==> src/rtl/lrp_ram.sv <==
// Generic single-write, single-read RAM with a registered read port.
`timescale 1ns / 1ps
`default_nettype none

module lrp_ram #(
  parameter int unsigned WIDTH = 8,
  parameter int unsigned DEPTH = 32,
  localparam int unsigned AW   = (DEPTH > 1) ? $clog2(DEPTH) : 1
) (
  input  logic             clk_i,
  input  logic             we_i,
  input  logic [AW-1:0]    waddr_i,
  input  logic [WIDTH-1:0] wdata_i,
  input  logic             re_i,
  input  logic [AW-1:0]    raddr_i,
  output logic [WIDTH-1:0] rdata_o
);

  logic [WIDTH-1:0] mem_q [DEPTH];
  logic [WIDTH-1:0] rdata_q;

  always_ff @(posedge clk_i) begin
    if (we_i) begin
      mem_q[waddr_i] <= wdata_i;
    end
    if (re_i) begin
      rdata_q <= mem_q[raddr_i];
    end
  end

  assign rdata_o = rdata_q;

endmodule

`default_nettype wire

==> config.mk <==
export PLATFORM = sky130hd
export DESIGN_NAME = lrp_ram
export DESIGN_NICKNAME = d
export VERILOG_FILES = /design/src/rtl/lrp_ram.sv
export SDC_FILE = /design/constraint.sdc
export NUM_CORES = 1
export LEC_CHECK = 0
export BUFFER_PORTS_ARGS = -buffer_cell sky130_fd_sc_hd__buf_2
export CORE_MARGIN = 2
export CORE_UTILIZATION = 40
export CTS_CLUSTER_SIZE = 28
export DETAILED_ROUTE_END_ITERATION = 8
export GPL_ROUTABILITY_DRIVEN = 1
export GPL_TIMING_DRIVEN = 0
export REMOVE_ABC_BUFFERS = 1
export SLEW_MARGIN = 20
export SYNTH_ARGS = -nofsm -noshare
export SYNTH_HDL_FRONTEND = slang
export SYNTH_SLANG_ARGS = --single-unit
==> constraint.sdc <==
create_clock -name clk_i -period 2.8 [get_ports clk_i]
set_clock_uncertainty 0.2 [all_clocks]
set_input_delay 0.28 -clock clk_i [delete_from_list [all_inputs] [get_ports clk_i]]
set_output_delay 0.28 -clock clk_i [all_outputs]
set_load 0.1 [all_outputs]
# ---- After elaboration in Yosys (flattened, before gate mapping)
# Memories as Yosys holds them, arrays and structs flattened. A register that Yosys moved wholly into a read port is not among the register bits.
# Cells that the tools add are included.
dict set report op_classes {
  n_mux 2
}
# operator count
set ops {}
lappend ops {{$mux W1} 2}
dict set report totals {
  register_bits 0
  ram_bits 256
  input_bits 21
  out_inout_bits 8
  word_cells 3
  n_memories 1
}
# memory depth word_bits rd rd_ports_with_merged_regs write_ports line_no
set mem_list {}
lappend mem_list {mem_q 32 8 1 1 1 19} ;# logic [WIDTH-1:0] mem_q [DEPTH];

# ---- Depth between registers and ports, before layout
dict set report logic_depth {
  depth_word 2
  depth_mapped 5
}

# ---- Worst setup path before layout
# Ideal clock, no wire load.
dict set report synth_path {
  kind {input to register}
  from {input raddr_i[2]}
  to {register rdata_q[0], in the netlist rdata_o[0] (read register of mem_q), data pin}
  arrival_time_ns 1.962
  t_required_ns 2.340
  setup_slack_ns 0.378
  stages 5
  path_cell_list {clkbuf_1 clkbuf_1 mux4_2 mux4_2 mux2_2}
}
# element line_no
set synth_rtl {}
lappend synth_rtl {{start: declaration} 15} ;# input logic [AW-1:0] raddr_i,
lappend synth_rtl {{end: declaration} 20} ;# logic [WIDTH-1:0] rdata_q;

==> impl_metrics.csv <==
group,metric,value,unit
synth,synth-seq-cells,264,
grt,grt_pass1_wl,28.52,mm
clocking,cts_tree,"yes",
synth,netlist_instances,417,
final_layout,fin_area,0.01143,mm^2
drt,dr.pass1.iters,4,
grt,grt_overflow_total,0,
final_layout,syn2layout_area_growth,12.78,%
grt,first_global_vias,4512,
floorplanning,io_pins,29,
floorplanning,core_region_area,0.02504,mm^2
clocking,cts_root_buffer,"clkbuf_16",
worst_setup_path,critical_path.cell_chain,"buf_6, buf_16, mux4_2, mux4_2, mux2_2",
hold_path,holdPathEnd,"rdata_o[3]$_DFFE_PP_",
status,status,"complete, no violations",
floorplanning,start_util,40.47,%
worst_setup_path,critical_path_required,2.86,ns
timing,maxSlewViolCount,0,
worst_setup_path,cpMostUsedCell,"mux4_2",
worst_setup_path,critPathLaunchType,"input pin",
synth,synth_enable_flop_cells,264,
worst_setup_path,slowest_delay,0.61,ns
worst_setup_path,reg2reg_depth,3,
timing,max_freq,427.3,MHz
power,ir_drop,0.0003467,V
timing,rsz0062_at_grt,"no",
power,power.leakage,3.493,nW
drt,vias,4292,
worst_setup_path,critPathSlowestCell,"mux4_2",
placed_design,pre_cts_slack,-0.1081,ns
power,power_density,710.1,mW/mm^2
hold_path,hp-start,"raddr_i[3]",
floorplanning,die_x,163.2,um
timing,setup_slack,0.4598,ns
synth,syn_area_per_cell,24.30,um^2
worst_setup_path,regToRegSetupSlack,0.61,ns
drt,avgViaCountPerCell,5.338,
final_layout,nets,476,
placed_design,dp_hpwl,11.58,mm
worst_setup_path,r2r-end,"rdata_o[1]$_DFFE_PP_",
synth,synthTopCellsByCount,"264 x edfxtp_1, 80 x mux4_2, 33 x nor2_1",
placed_design,place_congestion,0.7152,
synth,yosysSeqAreaShare,78.23,%
synth,syn-cell-area,0.01013,mm^2
worst_setup_path,path_max_fanout,44,
drt,wl_per_cell,23.63,um
worst_setup_path,arrival,2.40,ns
timing,period_share,83.58,%
grt,track_usage,14.77,%
job,max_cap_violations,0,
clocking,postCtsSetupBuffers,0,
hold_path,hold_depth,2,
synth,synthMostInstantiatedCell,"edfxtp_1",
timing,setup_viol,0,
synth,yosysWarnings,0,
floorplanning,fp.dieH,163.2,um
worst_setup_path,reg2reg_from,"mem_q[29][1]$_DFFE_PP_",
clocking,numCtsBuffers,25,
final_layout,post-route-util,45.65,%
timing,worst_pin_slew,0.8397,ns
floorplanning,dieArea,0.02662,mm^2
hold_path,hold_path.class,"in2reg",
worst_setup_path,crit_path_end_kind,"flop",
clocking,clk_latency,0.52,ns
synth,synth_top_cell_by_area,"edfxtp_1",
synth,ys_types,14,
power,power,8.116,mW
clocking,clockBufferDepth,3,
placed_design,portBuffers,28,
timing,layout_min_cycle_time,2.340,ns
placed_design,placed_cell_area,0.01064,mm^2
synth,yosysTopAreaCellShare,78.23,%
drt,drt-initial-drc-count,443,
drt,drt.antenna.violating_nets,0,
final_layout,drive_above_1_share,33.19,%
clocking,htreeDepth,1,
synth,synth_area_leaders,"edfxtp_1 78%, mux4_2 18%, nor2_1 1.2%",
clocking,clkSlewWorstSetupHoldPaths,0.06,ns
clocking,cts_sinks,264,
drt,drc,0,
drt,wirelength,19.00,mm
timing,max_slew_margin,43.82,%
grt,grt_max_degree,51,
synth,synthFlopType,"edfxtp_1",
synth,async_flop_share,0,%
worst_setup_path,path_class,"in2reg",
timing,final_hold_viol_count,0,
grt,antenna_found_initial,1,
floorplanning,row_count,58,
[placed cells by master (no fill, tap or decap), types with 3 or more instances in the layout]
cell / Yosys / final
mux2_2: 8 / 8
clkbuf_1: 6 / 4
clkinv_2: 0 / 6
buf_2: 1 / 26
nor2_1: 33 / 33
clkinv_1: 0 / 5
nand3b_1: 5 / 5
clkinvlp_4: 0 / 3
edfxtp_1: 264 / 264
clkbuf_16: 0 / 25
mux4_2: 80 / 80
or3b_2: 3 / 3
[kinds of logic (layout without fill, tap and decap cells)]
family	after synthesis	in the layout	synth area share, %
other	0	1	0
muxes	88	88	18.67
DFF	264	264	78.23
buffers and inverters	20	76	1.049
and+or+nand+nor	45	45	2.050
[state kept, by name, summed over array words and instances, names as in the netlist]
signal	flops
rdata_o	8
mem_q	256
[where the power goes]
part	switching [mW]	leakage, nW	internal (mW)
Clock	1.39	0.373	1.82
Sequential	0.0114	2.38	4.41
Combinational	0.308	0.736	0.177
[how the worst max path moves through the flow]
stage,slack [ns],start,depth (start not counted),endpoint
finish,0.46,raddr_i[0],5,rdata_o[4]$_DFFE_PP_
global route,0.37,raddr_i[0],5,rdata_o[4]$_DFFE_PP_
CTS,0.43,raddr_i[0],5,rdata_o[4]$_DFFE_PP_
detailed placement,-0.11,raddr_i[0],5,rdata_o[4]$_DFFE_PP_
global placement,-1.34,raddr_i[0],4,rdata_o[4]$_DFFE_PP_
floorplan,0.85,mem_q[31][0]$_DFFE_PP_,3,rdata_o[0]$_DFFE_PP_
[per-stage QoR]
| stage | hold slack (ns) | instances | TNS (ns) |
|---|---|---|---|
| after floorplan | 0.1789 | 397 | 0 |
| after global placement | 0.4020 | 755 | -10.48 |
| after detailed placement | 0.4195 | 757 | -0.6522 |
| after CTS | 0.05577 | 803 | 0 |
| after global routing | 0.07084 | 803 | 0 |
| final | 0.08372 | 804 | 0 |
[metal layers]
layer	vias to the layer above	part of all wire (%)	GRT usage (%)
met5	-	0	0
met4	0	2.0	4.344
met3	21	6.6	3.174
met2	120	46	22.40
met1	2289	45	21.72
li1	1862	-	-
[worst max-delay path: cells and delay by family]
family | cells | cell delay [ns]
mux | 3 | 1.43
buf+inv | 2 | 0.62
[area by class of cell]
cell class,instances,area [um^2]
fillers,2064,13610
flip-flops and latches,264,7928
multi-input cells,133,2100
clock buffers,29,640.6
well taps,330,412.9
repair buffers,31,214.0
clock inverters,16,131.4
diodes,1,2.502
[timing repair]
| item | 4_1_cts | 5_1_grt |
|---|---|---|
| gates resized for setup | 0 | 0 |
| setup endpoints to repair | 0 | 0 |
| hold buffers | 1 | 0 |
| hold endpoints to repair | 8 | 0 |
(Power assumes the default switching activity.)
