## src/rtl/lrp_pkg.sv

```systemverilog
// Shared types, codes and default sizes of the LR shift-reduce parser.
`timescale 1ns / 1ps
`default_nettype none

package lrp_pkg;

  // Default sizes handed to the top-level parameters.
  localparam int unsigned DEF_NUM_STATES      = 64;
  localparam int unsigned DEF_NUM_SYMBOLS     = 16;
  localparam int unsigned DEF_NUM_PRODUCTIONS = 32;
  localparam int unsigned DEF_STACK_DEPTH     = 128;
  localparam int unsigned DEF_MAX_REDUCTIONS  = 63;

  // Entry widths of the stores.
  localparam int unsigned ST_W   = 6;
  localparam int unsigned ACT_W  = 9;
  localparam int unsigned GOTO_W = 7;
  localparam int unsigned PROD_W = 8;

  typedef enum logic [1:0] {
    FN_PARSE  = 2'd0,
    FN_ACTION = 2'd1,
    FN_GOTO   = 2'd2,
    FN_PROD   = 2'd3
  } func_e;

  typedef enum logic [2:0] {
    ACT_NONE   = 3'd0,
    ACT_SHIFT  = 3'd1,
    ACT_REDUCE = 3'd2,
    ACT_ACCEPT = 3'd3,
    ACT_SR     = 3'd4,
    ACT_RR     = 3'd5
  } act_e;

  typedef enum logic [2:0] {
    EV_SHIFT    = 3'd0,
    EV_REDUCE   = 3'd1,
    EV_ACCEPT   = 3'd2,
    EV_NOACTION = 3'd3,
    EV_NOGOTO   = 3'd4,
    EV_FAULT    = 3'd5
  } event_e;

  typedef enum logic [2:0] {
    ST_CLEAR,
    ST_IDLE,
    ST_LOOK,
    ST_ACT,
    ST_PROD,
    ST_POP,
    ST_GOTO
  } state_e;

  typedef struct packed {
    logic [1:0] func;
    logic [5:0] state_row;
    logic [3:0] symbol;
    logic [2:0] action_kind;
    logic [5:0] target;
    logic       goto_valid;
    logic [4:0] production_slot;
    logic [3:0] lhs_symbol;
    logic [3:0] rhs_length;
  } in_word_t;

  typedef struct packed {
    logic [2:0] event_res;
    logic [5:0] state_number;
    logic [4:0] production;
    logic       conflict;
    logic       last;
  } out_word_t;

  typedef struct packed {
    logic      valid;
    out_word_t word;
  } emit_t;

endpackage

`default_nettype wire

```

## src/rtl/lrp_ctrl.sv

```systemverilog
// Parse sequencer: table loads, clearing pass, stack bookkeeping and result generation.
`timescale 1ns / 1ps
`default_nettype none

module lrp_ctrl #(
  parameter int unsigned NUM_STATES      = lrp_pkg::DEF_NUM_STATES,
  parameter int unsigned NUM_SYMBOLS     = lrp_pkg::DEF_NUM_SYMBOLS,
  parameter int unsigned NUM_PRODUCTIONS = lrp_pkg::DEF_NUM_PRODUCTIONS,
  parameter int unsigned STACK_DEPTH     = lrp_pkg::DEF_STACK_DEPTH,
  parameter int unsigned MAX_REDUCTIONS  = lrp_pkg::DEF_MAX_REDUCTIONS,
  localparam int unsigned RW  = $clog2(NUM_STATES),
  localparam int unsigned SW  = $clog2(NUM_SYMBOLS),
  localparam int unsigned TAW = RW + SW,
  localparam int unsigned PW  = (NUM_PRODUCTIONS > 1) ? $clog2(NUM_PRODUCTIONS) : 1,
  localparam int unsigned DW  = $clog2(STACK_DEPTH)
) (
  input  logic                           clk_i,
  input  logic                           rst_ni,
  input  logic                           in_valid_i,
  output logic                           in_stall_o,
  input  lrp_pkg::in_word_t              in_word_i,
  input  logic                           out_free_i,
  output lrp_pkg::emit_t                 emit_o,
  output logic                           act_we_o,
  output logic [TAW-1:0]                 act_waddr_o,
  output logic [lrp_pkg::ACT_W-1:0]      act_wdata_o,
  output logic                           act_re_o,
  output logic [TAW-1:0]                 act_raddr_o,
  input  logic [lrp_pkg::ACT_W-1:0]      act_rdata_i,
  output logic                           goto_we_o,
  output logic [TAW-1:0]                 goto_waddr_o,
  output logic [lrp_pkg::GOTO_W-1:0]     goto_wdata_o,
  output logic                           goto_re_o,
  output logic [TAW-1:0]                 goto_raddr_o,
  input  logic [lrp_pkg::GOTO_W-1:0]     goto_rdata_i,
  output logic                           prod_we_o,
  output logic [PW-1:0]                  prod_waddr_o,
  output logic [lrp_pkg::PROD_W-1:0]     prod_wdata_o,
  output logic                           prod_re_o,
  output logic [PW-1:0]                  prod_raddr_o,
  input  logic [lrp_pkg::PROD_W-1:0]     prod_rdata_i,
  output logic                           stk_we_o,
  output logic [DW-1:0]                  stk_waddr_o,
  output logic [lrp_pkg::ST_W-1:0]       stk_wdata_o,
  output logic                           stk_re_o,
  output logic [DW-1:0]                  stk_raddr_o,
  input  logic [lrp_pkg::ST_W-1:0]       stk_rdata_i
);

  import lrp_pkg::*;

  localparam int unsigned CW  = $clog2(STACK_DEPTH + 1);
  localparam int unsigned RCW = $clog2(MAX_REDUCTIONS + 1);

  state_e          state_q, state_d;
  logic [TAW-1:0]  clr_q, clr_d;
  logic [ST_W-1:0] tos_q, tos_d;
  logic [CW-1:0]   count_q, count_d;
  logic [RCW-1:0]  red_q, red_d;

  // Payload of the item in work; no reset needed.
  logic [3:0]      sym_q, sym_d;
  logic [5:0]      at_q, at_d;
  logic            conf_q, conf_d;
  logic [3:0]      lhs_q, lhs_d;
  logic [ST_W-1:0] st_q, st_d;
  logic            zero_q, zero_d;

  logic            stack_reset;
  logic [2:0]      act_kind;
  logic [5:0]      act_tgt;
  logic [3:0]      p_lhs;
  logic [3:0]      p_len;
  logic [CW-1:0]   new_count;
  logic [CW-1:0]   new_top;
  logic [ST_W-1:0] popped;

  function automatic logic [TAW-1:0] tbl_addr(input logic [5:0] row, input logic [3:0] sym);
    logic [RW+5:0] r;
    logic [SW+3:0] s;
    r = {{RW{1'b0}}, row};
    s = {{SW{1'b0}}, sym};
    return {r[RW-1:0], s[SW-1:0]};
  endfunction

  function automatic out_word_t mk_res(input event_e ev, input logic [5:0] st,
                                       input logic [4:0] prod, input logic conf,
                                       input logic last);
    out_word_t w;
    w.event_res    = ev;
    w.state_number = st;
    w.production   = prod;
    w.conflict     = conf;
    w.last         = last;
    return w;
  endfunction

  assign act_kind  = act_rdata_i[8:6];
  assign act_tgt   = act_rdata_i[5:0];
  assign p_lhs     = prod_rdata_i[7:4];
  assign p_len     = prod_rdata_i[3:0];
  assign new_count = count_q - CW'(p_len);
  assign new_top   = new_count - CW'(1);
  assign popped    = zero_q ? '0 : stk_rdata_i;

  assign in_stall_o = (state_q != ST_IDLE);

  always_comb begin
    state_d = state_q;
    clr_d   = clr_q;
    tos_d   = tos_q;
    count_d = count_q;
    red_d   = red_q;
    sym_d   = sym_q;
    at_d    = at_q;
    conf_d  = conf_q;
    lhs_d   = lhs_q;
    st_d    = st_q;
    zero_d  = zero_q;

    stack_reset  = 1'b0;
    emit_o       = '0;
    act_we_o     = 1'b0;
    act_waddr_o  = '0;
    act_wdata_o  = '0;
    act_re_o     = 1'b0;
    act_raddr_o  = '0;
    goto_we_o    = 1'b0;
    goto_waddr_o = '0;
    goto_wdata_o = '0;
    goto_re_o    = 1'b0;
    goto_raddr_o = '0;
    prod_we_o    = 1'b0;
    prod_waddr_o = '0;
    prod_wdata_o = '0;
    prod_re_o    = 1'b0;
    prod_raddr_o = '0;
    stk_we_o     = 1'b0;
    stk_waddr_o  = '0;
    stk_wdata_o  = '0;
    stk_re_o     = 1'b0;
    stk_raddr_o  = '0;

    case (state_q)
      ST_CLEAR: begin
        act_we_o     = 1'b1;
        act_waddr_o  = clr_q;
        goto_we_o    = 1'b1;
        goto_waddr_o = clr_q;
        clr_d        = clr_q + TAW'(1);
        if (&clr_q) begin
          state_d = ST_IDLE;
        end
      end

      ST_IDLE: begin
        if (in_valid_i) begin
          case (in_word_i.func)
            FN_PARSE: begin
              sym_d   = in_word_i.symbol;
              red_d   = '0;
              state_d = ST_LOOK;
            end
            FN_ACTION: begin
              if (32'(in_word_i.state_row) < NUM_STATES &&
                  32'(in_word_i.symbol) < NUM_SYMBOLS) begin
                act_we_o    = 1'b1;
                act_waddr_o = tbl_addr(in_word_i.state_row, in_word_i.symbol);
                act_wdata_o = {in_word_i.action_kind, in_word_i.target};
              end
            end
            FN_GOTO: begin
              if (32'(in_word_i.state_row) < NUM_STATES &&
                  32'(in_word_i.symbol) < NUM_SYMBOLS) begin
                goto_we_o    = 1'b1;
                goto_waddr_o = tbl_addr(in_word_i.state_row, in_word_i.symbol);
                goto_wdata_o = {in_word_i.goto_valid, in_word_i.target};
              end
            end
            FN_PROD: begin
              if (32'(in_word_i.production_slot) < NUM_PRODUCTIONS) begin
                prod_we_o    = 1'b1;
                prod_waddr_o = PW'(in_word_i.production_slot);
                prod_wdata_o = {in_word_i.lhs_symbol, in_word_i.rhs_length};
              end
            end
            default: begin
            end
          endcase
        end
      end

      ST_LOOK: begin
        if (32'(tos_q) >= NUM_STATES || 32'(sym_q) >= NUM_SYMBOLS) begin
          if (out_free_i) begin
            emit_o.valid = 1'b1;
            emit_o.word  = mk_res(EV_NOACTION, tos_q, '0, 1'b0, 1'b1);
            stack_reset  = 1'b1;
            state_d      = ST_IDLE;
          end
        end else begin
          act_re_o    = 1'b1;
          act_raddr_o = tbl_addr(tos_q, sym_q);
          state_d     = ST_ACT;
        end
      end

      ST_ACT: begin
        case (act_kind)
          ACT_SHIFT, ACT_SR: begin
            if (out_free_i) begin
              emit_o.valid = 1'b1;
              state_d      = ST_IDLE;
              if (32'(count_q) >= STACK_DEPTH) begin
                emit_o.word = mk_res(EV_FAULT, tos_q, '0, 1'b0, 1'b1);
                stack_reset = 1'b1;
              end else begin
                emit_o.word = mk_res(EV_SHIFT, act_tgt, '0, act_kind == ACT_SR, 1'b1);
                stk_we_o    = 1'b1;
                stk_waddr_o = count_q[DW-1:0];
                stk_wdata_o = act_tgt;
                count_d     = count_q + CW'(1);
                tos_d       = act_tgt;
              end
            end
          end
          ACT_ACCEPT: begin
            if (out_free_i) begin
              emit_o.valid = 1'b1;
              emit_o.word  = mk_res(EV_ACCEPT, tos_q, '0, 1'b0, 1'b1);
              stack_reset  = 1'b1;
              state_d      = ST_IDLE;
            end
          end
          ACT_REDUCE, ACT_RR: begin
            if (32'(red_q) >= MAX_REDUCTIONS) begin
              if (out_free_i) begin
                emit_o.valid = 1'b1;
                emit_o.word  = mk_res(EV_FAULT, tos_q, '0, 1'b0, 1'b1);
                stack_reset  = 1'b1;
                state_d      = ST_IDLE;
              end
            end else if (32'(act_tgt) >= NUM_PRODUCTIONS) begin
              if (out_free_i) begin
                emit_o.valid = 1'b1;
                emit_o.word  = mk_res(EV_NOACTION, tos_q, '0, 1'b0, 1'b1);
                stack_reset  = 1'b1;
                state_d      = ST_IDLE;
              end
            end else begin
              prod_re_o    = 1'b1;
              prod_raddr_o = PW'(act_tgt);
              at_d         = act_tgt;
              conf_d       = (act_kind == ACT_RR);
              state_d      = ST_PROD;
            end
          end
          default: begin
            if (out_free_i) begin
              emit_o.valid = 1'b1;
              emit_o.word  = mk_res(EV_NOACTION, tos_q, '0, 1'b0, 1'b1);
              stack_reset  = 1'b1;
              state_d      = ST_IDLE;
            end
          end
        endcase
      end

      ST_PROD: begin
        if (32'(p_len) >= 32'(count_q)) begin
          if (out_free_i) begin
            emit_o.valid = 1'b1;
            emit_o.word  = mk_res(EV_FAULT, tos_q, '0, 1'b0, 1'b1);
            stack_reset  = 1'b1;
            state_d      = ST_IDLE;
          end
        end else begin
          count_d     = new_count;
          lhs_d       = p_lhs;
          zero_d      = (new_top == '0);
          stk_re_o    = 1'b1;
          stk_raddr_o = new_top[DW-1:0];
          state_d     = ST_POP;
        end
      end

      ST_POP: begin
        st_d = popped;
        if (32'(popped) >= NUM_STATES || 32'(lhs_q) >= NUM_SYMBOLS) begin
          if (out_free_i) begin
            emit_o.valid = 1'b1;
            emit_o.word  = mk_res(EV_NOGOTO, popped, '0, 1'b0, 1'b1);
            stack_reset  = 1'b1;
            state_d      = ST_IDLE;
          end
        end else begin
          goto_re_o    = 1'b1;
          goto_raddr_o = tbl_addr(popped, lhs_q);
          state_d      = ST_GOTO;
        end
      end

      ST_GOTO: begin
        if (out_free_i) begin
          emit_o.valid = 1'b1;
          if (!goto_rdata_i[6]) begin
            emit_o.word = mk_res(EV_NOGOTO, st_q, '0, 1'b0, 1'b1);
            stack_reset = 1'b1;
            state_d     = ST_IDLE;
          end else if (32'(count_q) >= STACK_DEPTH) begin
            emit_o.word = mk_res(EV_FAULT, st_q, '0, 1'b0, 1'b1);
            stack_reset = 1'b1;
            state_d     = ST_IDLE;
          end else begin
            emit_o.word = mk_res(EV_REDUCE, goto_rdata_i[5:0], at_q[4:0], conf_q, 1'b0);
            stk_we_o    = 1'b1;
            stk_waddr_o = count_q[DW-1:0];
            stk_wdata_o = goto_rdata_i[5:0];
            count_d     = count_q + CW'(1);
            tos_d       = goto_rdata_i[5:0];
            red_d       = red_q + RCW'(1);
            state_d     = ST_LOOK;
          end
        end
      end

      default: begin
        state_d = ST_CLEAR;
      end
    endcase

    if (stack_reset) begin
      count_d = CW'(1);
      tos_d   = '0;
    end
  end

  always_ff @(posedge clk_i or negedge rst_ni) begin
    if (!rst_ni) begin
      state_q <= ST_CLEAR;
      clr_q   <= '0;
      tos_q   <= '0;
      count_q <= CW'(1);
      red_q   <= '0;
    end else begin
      state_q <= state_d;
      clr_q   <= clr_d;
      tos_q   <= tos_d;
      count_q <= count_d;
      red_q   <= red_d;
    end
  end

  always_ff @(posedge clk_i) begin
    sym_q  <= sym_d;
    at_q   <= at_d;
    conf_q <= conf_d;
    lhs_q  <= lhs_d;
    st_q   <= st_d;
    zero_q <= zero_d;
  end

  a_emit_free: assert property (@(posedge clk_i) disable iff (!rst_ni)
    emit_o.valid |-> out_free_i)
    else $error("result produced while the output register is occupied");

  a_count_range: assert property (@(posedge clk_i) disable iff (!rst_ni)
    count_q != '0 && 32'(count_q) <= STACK_DEPTH)
    else $error("stack count out of range");

  a_reduce_loops: assert property (@(posedge clk_i) disable iff (!rst_ni)
    emit_o.valid && !emit_o.word.last |=> state_q == ST_LOOK)
    else $error("reduce result not followed by a new action lookup");

  a_red_cap: assert property (@(posedge clk_i) disable iff (!rst_ni)
    32'(red_q) <= MAX_REDUCTIONS)
    else $error("reduction counter beyond its cap");

  a_stack_port: assert property (@(posedge clk_i) disable iff (!rst_ni)
    !(stk_we_o && stk_re_o))
    else $error("stack written and read in the same cycle");

endmodule

`default_nettype wire

```

## config.mk

```make
export PLATFORM = sky130hd
export DESIGN_NAME = lrp_ctrl
export DESIGN_NICKNAME = d
export VERILOG_FILES = /design/src/rtl/lrp_pkg.sv /design/src/rtl/lrp_ctrl.sv
export SDC_FILE = /design/constraint.sdc
export NUM_CORES = 1
export LEC_CHECK = 0
export ABC_AREA = 1
export BUFFER_PORTS_ARGS = -buffer_cell sky130_fd_sc_hd__buf_2
export CAP_MARGIN = 10
export CORE_ASPECT_RATIO = 1.5
export CORE_MARGIN = 1.5
export CORE_UTILIZATION = 49
export DETAILED_ROUTE_END_ITERATION = 8
export GPL_ROUTABILITY_DRIVEN = 0
export HOLD_SLACK_MARGIN = 0.05
export PLACE_DENSITY = 0.87
export SLEW_MARGIN = 10
export SYNTH_ARGS = -nofsm -noshare
export SYNTH_HDL_FRONTEND = slang
export SYNTH_SLANG_ARGS = --single-unit
```

## constraint.sdc

```tcl
create_clock -name clk_i -period 4.44 [get_ports clk_i]
set_clock_uncertainty 0.05 [all_clocks]
set_input_delay 1.332 -clock clk_i [delete_from_list [all_inputs] [get_ports clk_i]]
set_output_delay 1.332 -clock clk_i [all_outputs]
set_load 0.02 [all_outputs]
```

Word-level counts from Yosys, hierarchy flattened
Cells that the tools add are included.

storage, ports and cells
  bits in registers = 54
  bits of input ports = 69
  output and inout port bits = 120
  logic and storage cells = 187

cells by class
  add/subtract/negate cells = 5
  order comparisons = 4
  equality and inequality tests = 28
  mux-type cells = 120
  bitwise operators = 3
  reduce and logical (&&, ||, !) cells = 16

operator list
  cell                                                      count
  2-to-1 mux 17 bit                                         8
  2-to-1 mux 6 bit                                          19
  one-hot mux 17 bit (3 select lines)                       2
  2-to-1 mux 8 bit                                          10
  2-to-1 mux 7 bit                                          10
  2-to-1 mux 10 bit                                         6
  2-to-1 mux 16 bit                                         3
  one-hot mux 10 bit (2 select lines)                       2
  one-hot mux 6 bit (2 select lines)                        3
  2-to-1 mux 5 bit                                          7
  2-to-1 mux 1 bit                                          28
  2-to-1 mux 3 bit                                          9
  2-to-1 mux 9 bit                                          3
  one-hot mux 8 bit (3 select lines)                        1
  inequality test 3 bit, second input constant              7
  one-hot mux 3 bit (7 select lines)                        1
  equality test 3 bit, second input constant                5
  one-hot mux 7 bit (2 select lines)                        1
  equality test 3 x 2 -> 1 bit, second input constant       4
  greater-or-equal comparator 6 bit, second input constant  2
  AND reduction 6 bit                                       2
  adder 10 x 1 -> 10 bit, second input constant             1
  inequality test 2 bit, second input constant              5
  AND reduction 10 bit                                      1
  other kinds (26)                                          36

Longest topological paths before layout
  depth after elaboration = 7
  depth in mapped cells = 16
  gate-level depth less buffers = 16

Least setup slack after synthesis
No wires, ideal clock.

  path type = input -> output
  start = input prod_rdata_i[2] in the netlist's numbering
  end = output stk_raddr_o[3]
  arrival time = 3.344 ns
  required time = 3.058 ns
  setup slack = -0.286 ns
  stages = 12
  buffers on the path = 0
  path through = inv_1 ha_1 nand2_1 inv_1 nand2_1 nand2_1 nand2_1 nand2_2 inv_1 nor2_1 inv_1 a21oi_1

on the way
  longest elaborated chain between the ends = 4
  elaborated cells between the ends (all ways) = 5
  classes of those cells = add/sub (2); order compare (1); mux (2)

RTL lines
  element                    line             RTL
  start, declared            lrp_ctrl.sv:41   input logic [lrp_pkg::PROD_W-1:0] prod_rdata_i,
  subtractor 8 x 4 -> 8 bit  lrp_ctrl.sv:102  assign new_count = count_q - CW'(p_len);
  subtractor 8 x 1 -> 8 bit  lrp_ctrl.sv:103  assign new_top = new_count - CW'(1);
  2-to-1 mux 7 bit *         lrp_ctrl.sv:270  if (32'(p_len) >= 32'(count_q)) begin
  2-to-1 mux 7 bit *         lrp_ctrl.sv:144  case (state_q)
  end, declared              lrp_ctrl.sv:46   output logic [DW-1:0] stk_raddr_o,

Mark *: on every way between the ends. The rest lies on a longest branch, timed or not.

Worst setup path in the final report
  start = input prod_rdata_i[0] in the netlist's numbering
  end = output stk_raddr_o[5]

The elaborated chain is that of the path after synthesis.

==> impl_results.md <==
- Inserted Diodes: 0
- Cell area power density: 561 nW/µm²
- Routed wire length: 14,900 µm
- CP dominant cell by count: nand2_1
- CTS tree: yes
- Filler Cell Count: roughly 770
- Clock Pin Slew Worst Setup and Hold Paths: 0.08 ns
- Max cap viols: 0
- Crit-path cells: buf_6 > ha_4 > inv_4 > fa_2 > inv_1 > nand2_1 > nand2_1 > nand3_4 > inv_4 > nand2_4 > nor2_1 > nand2_1 > a21oi_2 > buf_4
- Part of the power in registers: a little under a quarter
- Met1 wire length: 5270 µm
- CTS root buf: clkbuf_16
- Vias in the first global route: 4,893
- H-tree Lvls: 2
- Sw power: 1.67 mW
- Clk network pwr share: 13.3%
- Post-Synthesis Cells: 692
- Register area share after synthesis: 32.8%
- Worst Hold Class: flop to flop
- Drt drc: 0
- Min cycle time layout: 4.60 ns
- Overflow after GRT: 0
- Vias per inst: 5.47
- Final Net Count: 985
- Pin count of the biggest net entering global routing: 34
- Post-DP Area: 5580 µm²
- R2r endpoint: zero_q
- Hold buffers post-CTS: 0
- Finished Layout Cells: 1,016
- CP arrival: 3.22 ns
- Initial cell density of the core: 50.3%
- Initial antenna violation count: 0
- Combinational fraction of design power: 63.9%
- Hold Worst Slack: ~0.46 ns
- Final ANT Viol Nets: 0
- Die H: between 100 and 150 µm
- Worst Setup Slack, final: -0.158 ns
- Post-route cell area: about 6100 µm²
- Met2 routed WL: a little under 8000 µm
- Reg-to-Reg Start: count_q[0]
- Max VDD drop: 0.000622 V
- Worst Path Required: 3.06 ns
- CP Class: primary input to primary output
- Drt pass-1 iters: 7
- Period utilization: 104%
- First-pass GRT wire length: ~22,000 µm
- Fmax: 0.217 GHz
- Critical Path Sink Type: primary output
- RSZ-0062 raised after global routing: yes
- Register-to-register setup slack: 0.40 ns
- Endpoints failing setup: 4
- Mapped Area: around 4400 µm²
- Layout cell share with drive strength beyond 1: 32.0%
- Clk_lat worst skew: 0.30 ns
- Switch share: 49.1%
- Min-Delay Endpoint: clr_q[0]
- I/O pins: 189
- Clock buffer depth: 2
- Tot Pwr: about 3.4 mW
- Rows: 42
- Max Used Layer: met4
- CTS sink cnt: between 50 and 60
- Fin. Hold Viols: 0
- Setup TNS: -0.349 ns
- Ys Warns: 0
- Library cells used by synthesis: 39
- Initial DRC count: 410
- Slowest stage cell, crit path: fa_2
- P_int: between 1.5 and 2 mW
- Dpl hpwl: approximately 10,000 µm
- Core Region: 8830 µm²
- Die Width: roughly 81 µm
- Lkg Pwr: 3.47 nW
- Die Area: 9660 µm²
- Post-DR wirelength/cell: 14.6 µm
- Via Count: between 5k and 6k
- Post-placement cell count: about 990
- WL met3: around 1300 µm
- Area grow syn2layout: 36.8%
- Total track usage: 28.8%
- CP peak stage delay: approximately 0.37 ns
- Startpoint types: primary input
- Crit Path Max Fanout: 4
- Slew headroom: 50.0%
- Syn Nets: 772
- Hold path depth: 1
- Status: finished with violations
- Worst r2r path cells: 26
- Max Transition Viols Final: 0
- Port Buffers: between 150 and 200
- Failing checks: negative setup slack
- Least-Margin Pin Slew: 0.750 ns
- Hold path startpoint: clr_q[0]
- CTS Buf Count: 5
- Register bit total from synthesis: 54
- Syn avg cell area: 6.42 µm²
## cells by family after synthesis
family | Yosys count | share of synthesized area (%)
xor gates and xnor gates | 12 | 2.36
adders and majority gates | 11 | 3.27
AOI/OAI and AO/OA | 108 | 13.9
DFF | 54 | 32.8
and+or+nand+nor | 351 | 34.1
buffers and inverters | 156 | 13.6
## power groups by stage
stage                     logic, mW  clock network (mW)  registers, mW
after floorplan                1.19                   0          0.735
after global placement         1.61                   0          0.774
after detailed placement       1.63                   0          0.778
after CTS                      1.93               0.457          0.770
after global routing           2.36               0.483          0.796
final                          2.18               0.452          0.780
## layer usage
metal  vias to the layer above  track usage, %
met5                         -               0
met4                         0            9.91
met3                        66            3.57
met2                       361            53.4
met1                      2494            33.0
li1                       2637               -
## layout by cell type, fill, tap and decap left out, types with 8 or more instances in the layout
master and n:
buf_2 182, nand2_1 133, inv_1 119, nor2_1 108, nand3_1 47, o21ai_0 43, buf_4 39, dfrtp_1 32
a21oi_1 22, edfxtp_1 21, o22ai_1 20, nor3_1 15, nand2_2 14, inv_2 12, xor2_1 11, nand4_1 8
## flip-flops by register name, indices dropped and copies added, names as in the netlist
name,cells
at_q,5
clr_q,10
conf_q,1
count_q,8
lhs_q,4
red_q,6
st_q,6
state_q,3
sym_q,4
tos_q,6
zero_q,1
## synthesized netlist by cell type
| cell type | count | area (µm²) |
|---|---|---|
| nand2_2 | 5 | 31.3 |
| xor2_1 | 11 | 96.3 |
| a21oi_2 | 1 | 8.76 |
| ha_1 | 10 | 125 |
| o22ai_1 | 20 | 125 |
| clkbuf_1 | 9 | 33.8 |
| dfrtp_1 | 32 | 801 |
| nor3_2 | 1 | 10.0 |
| o211ai_1 | 3 | 22.5 |
| nor4_1 | 2 | 12.5 |
| nor3_1 | 15 | 75.1 |
| nor3_4 | 1 | 16.3 |
| dfstp_2 | 1 | 26.3 |
| buf_4 | 2 | 15.0 |
| fa_1 | 1 | 20.0 |
| inv_2 | 7 | 26.3 |
| a22oi_1 | 5 | 37.5 |
| a21boi_0 | 2 | 15.0 |
| buf_2 | 9 | 45.0 |
| o21a_1 | 2 | 15.0 |
| nand2_1 | 143 | 537 |
| a31oi_1 | 2 | 12.5 |
| nand3_4 | 1 | 17.5 |
| nor2_4 | 1 | 11.3 |
| clkinv_1 | 2 | 7.51 |
| inv_1 | 127 | 477 |
| xnor2_1 | 1 | 8.76 |
| o2111ai_1 | 2 | 17.5 |
| nor2_1 | 115 | 432 |
| o21ai_0 | 43 | 215 |
| nand4_1 | 8 | 50.1 |
| nand3_2 | 2 | 20.0 |
| edfxtp_1 | 21 | 631 |
| a21oi_1 | 24 | 120 |
| o21ai_1 | 1 | 5.00 |
| nor2_2 | 2 | 12.5 |
| nand3b_1 | 6 | 45.0 |
| nand3_1 | 49 | 245 |
| o31ai_1 | 3 | 22.5 |
## cell type report
cell class                      instances  area [µm²]  share of cell area, %
Tap cell                              110         138                   2.26
Clock inverter                          3        42.5                  0.700
Sequential cell                        54        1460                   24.0
Clock buffer                            5         125                   2.06
Multi-Input combinational cell        482        2530                   41.6
Timing Repair Buffer                  226        1270                   20.9
Inverter                              136         519                   8.54
## worst max-delay path, delay by kind of cell
family                   cells  cell delay (ns)
adder cells (fa/ha/maj)      2             0.50
AND/OR/NAND/NOR              6             0.78
buffers and inverters        5             0.44
AO/OA/AOI/OAI                1             0.16
## worst max-delay path by stage
stage / start / endpoint / cells after the start
2_1_floorplan: prod_rdata_i[0] / stk_raddr_o[6] / 12
3_3_place_gp: prod_rdata_i[0] / stk_raddr_o[6] / 14
3_5_place_dp: prod_rdata_i[0] / stk_raddr_o[6] / 14
4_1_cts: prod_rdata_i[0] / stk_raddr_o[5] / 14
5_1_grt: prod_rdata_i[0] / stk_raddr_o[5] / 14
6_report: prod_rdata_i[0] / stk_raddr_o[5] / 14
## through the flow
stage	utilization [%]	worst slack (ns)
6_report	68.9	-0.158
5_1_grt	68.9	-0.206
4_1_cts	67.2	-0.00967
3_5_place_dp	63.2	-0.112
3_3_place_gp	63.2	-0.0887
2_1_floorplan	-	0.0453
## repair_timing
| action | CTS | global route |
|---|---|---|
| setup buffers | 18 | 6 |
| endpoints found under the setup margin | 4 | 18 |
| gates resized for setup | 17 | 33 |
| pin swaps | 7 | 14 |
Power figures use the tool's default switching activity.
